--- src/rtl/stp_pkg.sv ---
`default_nettype none
package stp_pkg;

  // field widths fixed by the stream format
  localparam int STEPS_W  = 24;
  localparam int PERIOD_W = 20;
  localparam int PULSE_W  = 8;
  localparam int CFG_IDX_W = 1;

  // default sizing of the internal counters
  localparam int COUNT_WIDTH_DEF = 24;
  localparam int TIMER_WIDTH_DEF = 20;

  // reset values of the configuration registers
  localparam logic [PERIOD_W-1:0] STEP_PERIOD_RST = PERIOD_W'(1000);
  localparam logic [PULSE_W-1:0]  PULSE_WIDTH_RST = PULSE_W'(3);

  // configuration register indexes
  localparam logic [CFG_IDX_W-1:0] REG_STEP_PERIOD = 1'b0;
  localparam logic [CFG_IDX_W-1:0] REG_PULSE_WIDTH = 1'b1;

  // operation codes carried in tuser
  localparam logic OP_TICK = 1'b0;
  localparam logic OP_MOVE = 1'b1;

  typedef enum logic [1:0] {
    PH_IDLE = 2'd0,
    PH_WAIT = 2'd1,
    PH_STEP = 2'd2
  } phase_t;

  typedef struct packed {
    logic                      step_level;
    logic                      dir_level;
    logic                      done_res;
    logic signed [STEPS_W-1:0] steps_gone;
  } stp_result_t;

endpackage
`default_nettype wire

--- src/rtl/stp_core.sv ---
`default_nettype none
module stp_core import stp_pkg::*; #(
  parameter int COUNT_WIDTH = COUNT_WIDTH_DEF,
  parameter int TIMER_WIDTH = TIMER_WIDTH_DEF
) (
  input  wire logic                      clk,
  input  wire logic                      rst,
  input  wire logic                      item_valid,
  input  wire logic                      item_op,
  input  wire logic signed [STEPS_W-1:0] item_steps,
  input  wire logic [PERIOD_W-1:0]       step_period,
  input  wire logic [PULSE_W-1:0]        pulse_width,
  output stp_result_t                    res
);

  localparam int MAG_W = COUNT_WIDTH - 1;
  localparam int SUM_W = ((COUNT_WIDTH > STEPS_W) ? COUNT_WIDTH : STEPS_W) + 1;
  localparam int CMP_W = (TIMER_WIDTH > PERIOD_W) ? TIMER_WIDTH : PERIOD_W;
  localparam int GW    = (COUNT_WIDTH > STEPS_W) ? COUNT_WIDTH : STEPS_W;

  phase_t                 phase, phase_next;
  logic [MAG_W-1:0]       target_magnitude, target_magnitude_next;
  logic [MAG_W-1:0]       completed_steps, completed_steps_next;
  logic                   direction_positive, direction_positive_next;
  logic                   last_direction_positive, last_direction_positive_next;
  logic [TIMER_WIDTH-1:0] tick_timer, tick_timer_next;

  logic [MAG_W-1:0]        rem;
  logic signed [SUM_W-1:0] rem_s, merged, merged_sat, limit;
  logic [SUM_W-1:0]        abs_merged;
  logic [MAG_W-1:0]        mag;
  logic [TIMER_WIDTH-1:0]  t_inc;
  logic [CMP_W-1:0]        period_x;
  logic                    step_end;
  logic [MAG_W-1:0]        completed_inc;
  logic signed [COUNT_WIDTH-1:0] gone_c;
  logic signed [GW-1:0]    gone_x;

  // merge of a move with what is still pending
  always_comb begin
    rem   = (target_magnitude > completed_steps) ? (target_magnitude - completed_steps) : '0;
    rem_s = signed'(SUM_W'(rem));
    limit = signed'(SUM_W'({MAG_W{1'b1}}));
    if (phase == PH_IDLE) begin
      merged = SUM_W'(item_steps);
    end else if (direction_positive) begin
      merged = rem_s + SUM_W'(item_steps);
    end else begin
      merged = -rem_s + SUM_W'(item_steps);
    end
    if (merged > limit) begin
      merged_sat = limit;
    end else if (merged < -limit) begin
      merged_sat = -limit;
    end else begin
      merged_sat = merged;
    end
    abs_merged = merged_sat[SUM_W-1] ? unsigned'(-merged_sat) : unsigned'(merged_sat);
    mag        = abs_merged[MAG_W-1:0];
  end

  // tick timing
  always_comb begin
    t_inc         = tick_timer + 1'b1;
    period_x      = (step_period == '0) ? CMP_W'(1) : CMP_W'(step_period);
    step_end      = (CMP_W'(t_inc) >= period_x) || (t_inc == '0);
    completed_inc = completed_steps + 1'b1;
  end

  always_comb begin
    phase_next                   = phase;
    target_magnitude_next        = target_magnitude;
    completed_steps_next         = completed_steps;
    direction_positive_next      = direction_positive;
    last_direction_positive_next = last_direction_positive;
    tick_timer_next              = tick_timer;
    if (item_valid) begin
      if (item_op == OP_MOVE) begin
        if (item_steps != '0) begin
          direction_positive_next = (merged_sat > 0);
          target_magnitude_next   = mag;
          completed_steps_next    = '0;
          tick_timer_next         = '0;
          if (mag == '0) begin
            phase_next = PH_IDLE;
          end else if (last_direction_positive != (merged_sat > 0)) begin
            phase_next = PH_WAIT;
          end else begin
            phase_next = PH_STEP;
          end
        end
      end else begin
        case (phase)
          PH_WAIT: begin
            if (step_end) begin
              tick_timer_next              = '0;
              last_direction_positive_next = direction_positive;
              phase_next                   = PH_STEP;
            end else begin
              tick_timer_next = t_inc;
            end
          end
          PH_STEP: begin
            if (step_end) begin
              tick_timer_next      = '0;
              completed_steps_next = completed_inc;
              if (completed_inc >= target_magnitude) begin
                phase_next = PH_IDLE;
              end
            end else begin
              tick_timer_next = t_inc;
            end
          end
          default: begin
            phase_next = phase;
          end
        endcase
      end
    end
  end

  always_ff @(posedge clk) begin
    if (rst) begin
      phase                   <= PH_IDLE;
      target_magnitude        <= '0;
      completed_steps         <= '0;
      direction_positive      <= 1'b1;
      last_direction_positive <= 1'b1;
      tick_timer              <= '0;
    end else begin
      phase                   <= phase_next;
      target_magnitude        <= target_magnitude_next;
      completed_steps         <= completed_steps_next;
      direction_positive      <= direction_positive_next;
      last_direction_positive <= last_direction_positive_next;
      tick_timer              <= tick_timer_next;
    end
  end

  // result shows the levels after this item
  always_comb begin
    gone_c = direction_positive_next ? signed'({1'b0, completed_steps_next})
                                     : -signed'({1'b0, completed_steps_next});
    gone_x = GW'(gone_c);
    res.step_level = (phase_next == PH_STEP) &&
                     (CMP_W'(tick_timer_next) < CMP_W'(pulse_width));
    res.dir_level  = direction_positive_next;
    res.done_res   = (phase_next == PH_IDLE);
    res.steps_gone = gone_x[STEPS_W-1:0];
  end

endmodule
`default_nettype wire

--- src/rtl/stepper_step_dir_pulse_generator.sv ---
`default_nettype none
// step/direction pulse generator, one tick or move command per input beat
// an input beat passes through the input register and then the result register
// throughput: one beat per cycle while the result side accepts beats; the motion state
//   register closes its loop through the next-state logic, so ticks stream with no gaps
// reset (rst, synchronous, active high): idle and done, direction positive,
//   step_period 1000, pulse_width 3, both stages empty
module stepper_step_dir_pulse_generator import stp_pkg::*; #(
  parameter int COUNT_WIDTH = COUNT_WIDTH_DEF,
  parameter int TIMER_WIDTH = TIMER_WIDTH_DEF
) (
  input  wire logic                 clk,
  input  wire logic                 rst,
  // input beats
  input  wire logic                 s_tvalid,
  output logic                      s_tready,
  input  wire logic [23:0]          s_tdata,   // [23:0] steps
  input  wire logic                 s_tuser,   // [0] operation
  // result beats
  output logic                      m_tvalid,
  input  wire logic                 m_tready,
  output logic [31:0]               m_tdata,   // [0] step_level, [1] dir_level,
                                               // [2] done_res, [26:3] steps_gone
  // configuration writes
  input  wire logic                 cfg_we,
  input  wire logic [CFG_IDX_W-1:0] cfg_addr,
  input  wire logic [PERIOD_W-1:0]  cfg_data
);

  logic [PERIOD_W-1:0] step_period;
  logic [PULSE_W-1:0]  pulse_width;

  // input register
  logic                      in_valid_r;
  logic                      op_r;
  logic signed [STEPS_W-1:0] steps_r;

  logic        out_free;
  logic        adv;
  stp_result_t res;
  stp_result_t res_r;

  // output register empty or draining this cycle
  assign out_free = !m_tvalid || m_tready;
  // input register moves into the state update and result register
  assign adv      = in_valid_r && out_free;
  assign s_tready = !in_valid_r || out_free;

  always_ff @(posedge clk) begin
    if (rst) begin
      step_period <= STEP_PERIOD_RST;
      pulse_width <= PULSE_WIDTH_RST;
    end else if (cfg_we) begin
      case (cfg_addr)
        REG_STEP_PERIOD: step_period <= cfg_data;
        REG_PULSE_WIDTH: pulse_width <= cfg_data[PULSE_W-1:0];
        default: step_period <= step_period;
      endcase
    end
  end

  always_ff @(posedge clk) begin
    if (rst) begin
      in_valid_r <= 1'b0;
    end else if (s_tvalid && s_tready) begin
      in_valid_r <= 1'b1;
    end else if (adv) begin
      in_valid_r <= 1'b0;
    end
  end

  // payload, no reset
  always_ff @(posedge clk) begin
    if (s_tvalid && s_tready) begin
      op_r    <= s_tuser;
      steps_r <= signed'(s_tdata[STEPS_W-1:0]);
    end
  end

  stp_core #(
    .COUNT_WIDTH (COUNT_WIDTH),
    .TIMER_WIDTH (TIMER_WIDTH)
  ) u_core (
    .clk         (clk),
    .rst         (rst),
    .item_valid  (adv),
    .item_op     (op_r),
    .item_steps  (steps_r),
    .step_period (step_period),
    .pulse_width (pulse_width),
    .res         (res)
  );

  // result register
  always_ff @(posedge clk) begin
    if (rst) begin
      m_tvalid <= 1'b0;
    end else if (adv) begin
      m_tvalid <= 1'b1;
    end else if (m_tready) begin
      m_tvalid <= 1'b0;
    end
  end

  always_ff @(posedge clk) begin
    if (adv) begin
      res_r <= res;
    end
  end

  assign m_tdata = {5'b0, res_r.steps_gone, res_r.done_res, res_r.dir_level, res_r.step_level};

  // a finished move never shows the step pin high
  a_done_no_pulse: assert property (@(posedge clk) disable iff (rst)
    m_tvalid && m_tdata[2] |-> !m_tdata[0])
    else $error("step pin high while done");

  // input only stalls when both stages are full and the output is blocked
  a_stall_cause: assert property (@(posedge clk) disable iff (rst)
    !s_tready |-> (in_valid_r && m_tvalid && !m_tready))
    else $error("input stalled without a full pipeline");

  // an item that moves forward produces a result beat next cycle
  a_adv_result: assert property (@(posedge clk) disable iff (rst)
    adv |=> m_tvalid)
    else $error("advanced item lost its result beat");

endmodule
`default_nettype wire

--- config.mk ---
export PLATFORM = sky130hd
export DESIGN_NAME = stepper_step_dir_pulse_generator
export DESIGN_NICKNAME = d
export VERILOG_FILES = /design/src/rtl/stp_pkg.sv /design/src/rtl/stp_core.sv /design/src/rtl/stepper_step_dir_pulse_generator.sv
export SDC_FILE = /design/constraint.sdc
export NUM_CORES = 1
export LEC_CHECK = 0
export ABC_AREA = 1
export BUFFER_PORTS_ARGS = -buffer_cell sky130_fd_sc_hd__buf_2
export CAP_MARGIN = 25
export CORE_UTILIZATION = 60
export CTS_CLUSTER_SIZE = 30
export DETAILED_ROUTE_END_ITERATION = 7
export HOLD_SLACK_MARGIN = 0.03
export PLACE_DENSITY = 0.83
export REMOVE_ABC_BUFFERS = 1
export SYNTH_ARGS = -nofsm -noshare
export SYNTH_HDL_FRONTEND = slang
export SYNTH_SLANG_ARGS = --single-unit
--- constraint.sdc ---
create_clock -name clk -period 19.8 [get_ports clk]
set_clock_uncertainty 0.1 [all_clocks]
set_input_delay 4.95 -clock clk [delete_from_list [all_inputs] [get_ports clk]]
set_output_delay 4.95 -clock clk [all_outputs]
set_load 0.05 [all_outputs]
==> results of run 1 <==
-- power groups by stage --
| stage | clock network, mW | registers (mW) | logic, mW |
|---|---|---|---|
| global route | 0.369 | 0.352 | 0.654 |
| floorplan | 0 | 0.367 | 0.410 |
| detailed placement | 0 | 0.357 | 0.564 |
| CTS | 0.357 | 0.350 | 0.568 |
| global placement | 0 | 0.357 | 0.552 |
| finish | 0.356 | 0.351 | 0.581 |
-- cell type report --
type / instances / area share
clock inverter: 12 / 0.00916
sequential: 152 / 0.227
timing repair buffer: 91 / 0.0327
inverter: 358 / 0.0855
tap: 319 / 0.0254
clock buffer: 20 / 0.0311
multi-input combinational: 1715 / 0.589
-- cell usage after synthesis (all sizes together) (10+ instances only) --
library cell / number / area [um2]
a21oi: 168 / 860
buf: 29 / 189
clkbuf: 38 / 144
dfxtp: 100 / 2000
edfxtp: 52 / 1560
ha: 127 / 1590
inv: 357 / 1340
nand2: 593 / 2260
nand3: 217 / 1120
nand3b: 13 / 101
nand4: 27 / 175
nor2: 244 / 948
nor3: 24 / 153
nor4: 10 / 62.6
o211ai: 18 / 135
o21ai: 122 / 626
o21bai: 11 / 82.6
o22ai: 14 / 87.6
or2: 15 / 93.8
xnor2: 17 / 149
xor2: 46 / 410
-- routing by layer --
| layer | global-route usage | vias up | wire, um |
|---|---|---|---|
| met5 | 0 | - | 0 |
| met4 | 0.183 | 0 | 2030 |
| met3 | 0.0474 | 133 | 3380 |
| met2 | 0.579 | 694 | 19000 |
| met1 | 0.419 | 6778 | 16900 |
| li1 | - | 7527 | - |
-- stage by stage --
step | cells | utilization | worst slack (ns) | area, um2
6_report | 2667 | 0.667 | 9.32 | 15700
5_1_grt | 2667 | 0.667 | 8.69 | 15700
4_1_cts | 2666 | 0.666 | 9.32 | 15700
3_5_place_dp | 2634 | 0.639 | 9.33 | 15100
3_3_place_gp | 2633 | 0.639 | 9.33 | 15000
2_1_floorplan | 2225 | - | 9.34 | 14200
-- logic make-up after synthesis --
logic type               after synthesis
AND/OR/NAND/NOR                     1152
buffers and inverters                425
AO/OA/AOI/OAI                        365
flip-flops                           152
adder cells (fa/ha/maj)              130
XOR/XNOR                              63
other                                  1
-- state kept, by name, indices dropped and copies added, names as in the netlist --
register,cells
m_tdata,27
steps_r,24
u_core.completed_steps,23
u_core.target_magnitude,23
step_period,20
u_core.tick_timer,20
pulse_width,8
u_core.phase,2
in_valid_r,1
m_tvalid,1
op_r,1
u_core.direction_positive,1
u_core.last_direction_positive,1
-- final timing paths --
kind / start / endpoint / slack [ns] / depth (start not counted)
worst max-delay path: m_tready / s_tready / 9.32 / 4
worst min-delay path: pulse_width[3]$_SDFFE_PP0P_ / pulse_width[3]$_SDFFE_PP0P_ / 0.37 / 2
worst max register to register: u_core.completed_steps[1]$_SDFF_PP0_ / m_tdata[21]$_DFFE_PP_ / 9.70 / 60
worst min register to register: pulse_width[3]$_SDFFE_PP0P_ / pulse_width[3]$_SDFFE_PP0P_ / 0.37 / 2
-- critical path, stage by stage --
cell and delay (ns):
buf_2 0.07, inv_1 0.04, nand3_1 0.09, buf_2 0.27
==> impl_metrics.py, run 1 <==
metrics = {
    "detailed_routing": {
        "first_pass_iters": 7,
        "vias": 15100,
        "wire_per_inst_um": 15.5,
        "ant_nets": 0,
        "routed_wl_um": 41400,
        "drt-vias-per-instance": 5.67,
        "first_iter_violations": 1256,
        "drc": 0,
    },
    "floorplanning": {
        "core_area_um2": 23500,
        "dieHeight_um": 157,
        "pin_count": 85,
        "die_area_um2": 24800,
        "dieWidth_um": 157,
        "start_util": 0.615,
        "rows": 56,
    },
    "synth": {
        "syn-instance-count": 2288,
        "yosys.area_share.simple": 0.344,
        "async_reset_ff_frac": 0,
        "synthDistinctLibCells": 61,
        "ys_ff_latch": 152,
        "muxShareOfSynthArea": 0,
        "synth_compound_area_frac": 0.141,
        "yosysWarningCount": 0,
        "synth_fa_ha_area_frac": 0.114,
        "netlist_area_um2": 14500,
        "synth-xor-area-share": 0.0386,
        "synth_enable_flop_cells": 52,
        "ys.flop_type": "dfxtp_1",
        "synth-seq-area-share": 0.246,
        "avgSynthCellArea_um2": 6.33,
        "synth_top_family_by_area": "simple AND/OR/NAND/NOR gates",
    },
    "setup_path": {
        "start_kind": "primary input",
        "required_ns": 14.75,
        "critical_path_arrival_ns": 5.43,
        "cp_max_fo": 3,
        "end_kind": "output port",
        "critPathKind": "primary input to output port",
    },
    "global_routing": {
        "grt_pass1_wl_um": 67100,
        "grt_pass1_vias": 14200,
        "grt_max_degree": 58,
        "antenna_found_initial": 0,
        "grt_usage": 0.342,
        "overflow": 0,
    },
    "power": {
        "peakVddDrop_mv": 0.0363,
        "seq_power_share": 0.272,
        "p_leak_nw": 8.11,
        "power_mw": 1.29,
        "internal_power_mw": 0.717,
        "p_clk_frac": 0.277,
        "netSwitchingFraction": 0.444,
        "pwr-share-comb": 0.451,
        "power.density_nw_per_um2": 82.0,
        "p_sw_mw": 0.571,
    },
    "clock_network": {
        "clock_path_buffers": 2,
        "cts_resized": 0,
        "cts_tree": "yes",
        "cts_buffers": 17,
        "clkSlewWorstSetupHoldPaths_ns": 0.08,
        "holdBufCountCts": 0,
        "cts.sinks": 152,
        "htree_levels": 4,
        "insertion_delay_ns": 0.44,
        "postCtsSetupBuffers": 0,
        "root_buffer": "clkbuf_16",
    },
    "placement": {
        "io_buffers": 79,
        "gp_congestion": 0.979,
        "dp.final_hpwl_um": 32000,
    },
    "finish": {
        "multiInputGateArea_um2": 9260,
        "drive_gt1_frac": 0.0813,
        "seq_area_um2": 3560,
        "area_growth_pct": 8.53,
        "finalNetCount": 2516,
        "layout_commonest_cell": "nand2_1",
        "fill_cells": 2186,
        "n_antenna_cell": 0,
        "mostFrequentLayoutCells": "nand2_1, inv_1, nor2_1",
    },
    "sta": {
        "maxSlewViolCount": 0,
        "holdWs_ns": 0.369,
        "relSlewSlack": 0.349,
        "period_share": 0.529,
        "finalHoldViolations": 0,
        "period_minus_slack_ns": 10.48,
        "tightest_slew_ns": 0.976,
        "max_freq_ghz": 0.0954,
        "setup_viol": 0,
        "finalSetupTns_ns": 0,
        "rsz0062_at_grt": "false",
    },
    "min_path": {
        "hold_class": "flip-flop to flip-flop",
    },
    "job": {
        "cap_viol_max_count": 0,
    },
    "status": {
        "status": "completed",
    },
}
Note: power is estimated with default switching activity, not from simulation.
==> inputs of run 2 (changes only) <==
--- a/config.mk
+++ b/config.mk
@@ -8,11 +8,11 @@
 export ABC_AREA = 1
 export BUFFER_PORTS_ARGS = -buffer_cell sky130_fd_sc_hd__buf_2
 export CAP_MARGIN = 25
-export CORE_UTILIZATION = 60
+export CORE_UTILIZATION = 57
 export CTS_CLUSTER_SIZE = 30
 export DETAILED_ROUTE_END_ITERATION = 7
 export HOLD_SLACK_MARGIN = 0.03
-export PLACE_DENSITY = 0.83
+export PLACE_DENSITY = 0.82
 export REMOVE_ABC_BUFFERS = 1
 export SYNTH_ARGS = -nofsm -noshare
 export SYNTH_HDL_FRONTEND = slang
==> constraint.sdc (replaced) <==
create_clock -name clk -period 9.18 [get_ports clk]
set_clock_uncertainty 0.1 [all_clocks]
set_input_delay 2.295 -clock clk [delete_from_list [all_inputs] [get_ports clk]]
set_output_delay 2.295 -clock clk [all_outputs]
set_load 0.05 [all_outputs]
==> impl_metrics.py, run 2 (synthesis gave the netlist of run 1 again) <==
metrics = {
    "floorplanning": {
        "core_area_um2": 24600,
        "die_area_um2": 26000,
        "dieHeight_um": 161,
        "start_util": 0.588,
        "rows": 57,
        "pin_count": 85,
        "dieWidth_um": 161,
    },
    "placement": {
        "dp.cells": 2648,
        "gp_congestion": 1.01,
        "place_ws_ns": 0.195,
        "io_buffers": 79,
        "dp.final_hpwl_um": 34100,
    },
    "setup_path": {
        "reg2reg_to": "m_tdata[0]$_DFFE_PP_",
        "slowest_delay_ns": 0.37,
        "cp_max_fo": 7,
        "crit_top_cell": "nand2_1",
        "cpMaxStageDelayCell": "fa_2",
        "start_kind": "flip-flop",
        "r2r_cells": 63,
        "r2r-start": "u_core.completed_steps[1]$_SDFF_PP0_",
        "r2r_setup_slack_ns": 0.55,
        "critical_path_arrival_ns": 8.72,
        "required_ns": 9.27,
        "critPathKind": "flip-flop to flip-flop",
        "end_kind": "flip-flop",
    },
    "global_routing": {
        "grt_pass1_wl_um": 71700,
        "grt_usage": 0.343,
        "grt_pass1_vias": 14400,
        "overflow": 0,
        "grt_max_degree": 58,
        "antenna_found_initial": 0,
    },
    "clock_network": {
        "cts_tree": "yes",
        "cts.sinks": 152,
        "root_buffer": "clkbuf_16",
        "clock_path_buffers": 2,
        "htree_levels": 4,
        "insertion_delay_ns": 0.44,
        "clkSlewWorstSetupHoldPaths_ns": 0.07,
        "holdBufCountCts": 0,
        "cts_buffers": 17,
    },
    "finish": {
        "multiInputGateArea_um2": 9390,
        "drive_gt1_frac": 0.105,
        "seq_area_um2": 3570,
        "mostFrequentLayoutCells": "nand2_1, inv_1, nor2_1",
        "n_antenna_cell": 0,
        "largest_register_ff_count": 27,
        "finalNetCount": 2540,
        "layout_commonest_cell": "nand2_1",
        "stdcell_count": 2696,
        "area_growth_pct": 10.8,
        "fill_cells": 2223,
    },
    "power": {
        "peakVddDrop_mv": 0.113,
        "p_leak_nw": 8.23,
        "power.density_nw_per_um2": 180,
    },
    "job": {
        "cap_viol_max_count": 0,
    },
    "detailed_routing": {
        "routed_wl_um": 44500,
        "drc": 0,
        "wire_per_inst_um": 16.5,
        "vias": 15500,
        "first_pass_iters": 6,
        "ant_nets": 0,
        "first_iter_violations": 1654,
        "drt-vias-per-instance": 5.73,
    },
    "sta": {
        "finalHoldViolations": 0,
        "setup_slack_ns": 0.553,
        "max_freq_ghz": 0.116,
        "relSlewSlack": 0.377,
        "period_share": 0.940,
        "maxSlewViolCount": 0,
        "tightest_slew_ns": 0.933,
        "setup_viol": 0,
        "period_minus_slack_ns": 8.63,
    },
    "min_path": {
        "hp-start": "pulse_width[7]$_SDFFE_PP0P_",
        "hold_class": "flip-flop to flip-flop",
        "hold_depth": 2,
        "whs_endpoint": "pulse_width[7]$_SDFFE_PP0P_",
    },
    "status": {
        "status": "completed",
    },
}
[run 2: worst max path at each step]
stage,startpoint,to,slack (ns),cells past startpoint
floorplan,u_core.completed_steps[1]$_SDFF_PP0_,m_tdata[21]$_DFFE_PP_,1.44,58
global placement,u_core.completed_steps[1]$_SDFF_PP0_,m_tdata[0]$_DFFE_PP_,0.35,63
detailed placement,u_core.completed_steps[2]$_SDFF_PP0_,m_tdata[0]$_DFFE_PP_,0.20,61
CTS,u_core.completed_steps[1]$_SDFF_PP0_,m_tdata[0]$_DFFE_PP_,0.05,63
global route,u_core.completed_steps[1]$_SDFF_PP0_,m_tdata[0]$_DFFE_PP_,-0.11,64
finish,u_core.completed_steps[1]$_SDFF_PP0_,m_tdata[0]$_DFFE_PP_,0.55,63
[run 2: through the flow]
step                 util  power [mW]  hold WS (ns)  setup TNS, ns  area (um2)
CTS                 0.640        2.80         0.367              0       15800
floorplan               -        1.68         0.338              0       14200
finish              0.652        2.89         0.364              0       16000
global route        0.652        3.06         0.394         -0.563       16000
detailed placement  0.614        2.03         0.357              0       15100
global placement    0.614        2.02         0.349              0       15100
[run 2: timing repair]
action / in CTS / in global routing
endpoints found under the setup margin: 0 / 45
setup buffers: 0 / 15
resized for setup: 0 / 46
[run 2: area by class of cell]
type	instances	area share
inverters	358	0.0844
flip-flops and latches	152	0.222
clock inverters	12	0.00897
clock buffers	20	0.0305
well taps	324	0.0253
multi-input cells	1715	0.585
repair buffers	115	0.0432
[run 2: where the power goes]
part / total [mW] / internal (mW) / switching (mW)
logic: 1.35 / 0.428 / 0.924
registers: 0.757 / 0.733 / 0.0240
clock network: 0.779 / 0.428 / 0.351
total: 2.89 / 1.59 / 1.30
[run 2: per-layer routing]
metal  wire (um)  vias up  global-route usage
li1            -     7569                   -
met1       18600     7030               0.443
met2       20600      737               0.569
met3        3650      119              0.0544
met4        1660        0               0.145
met5           0        -                   0
[run 2: critical path: cells and delay by family, from the launching register on]
kind,cells,cell delay [ns]
buf+inv,6,0.71
simple gates,42,4.39
fa+ha+maj,4,1.09
compound gates,11,1.70
flops,1,0.36
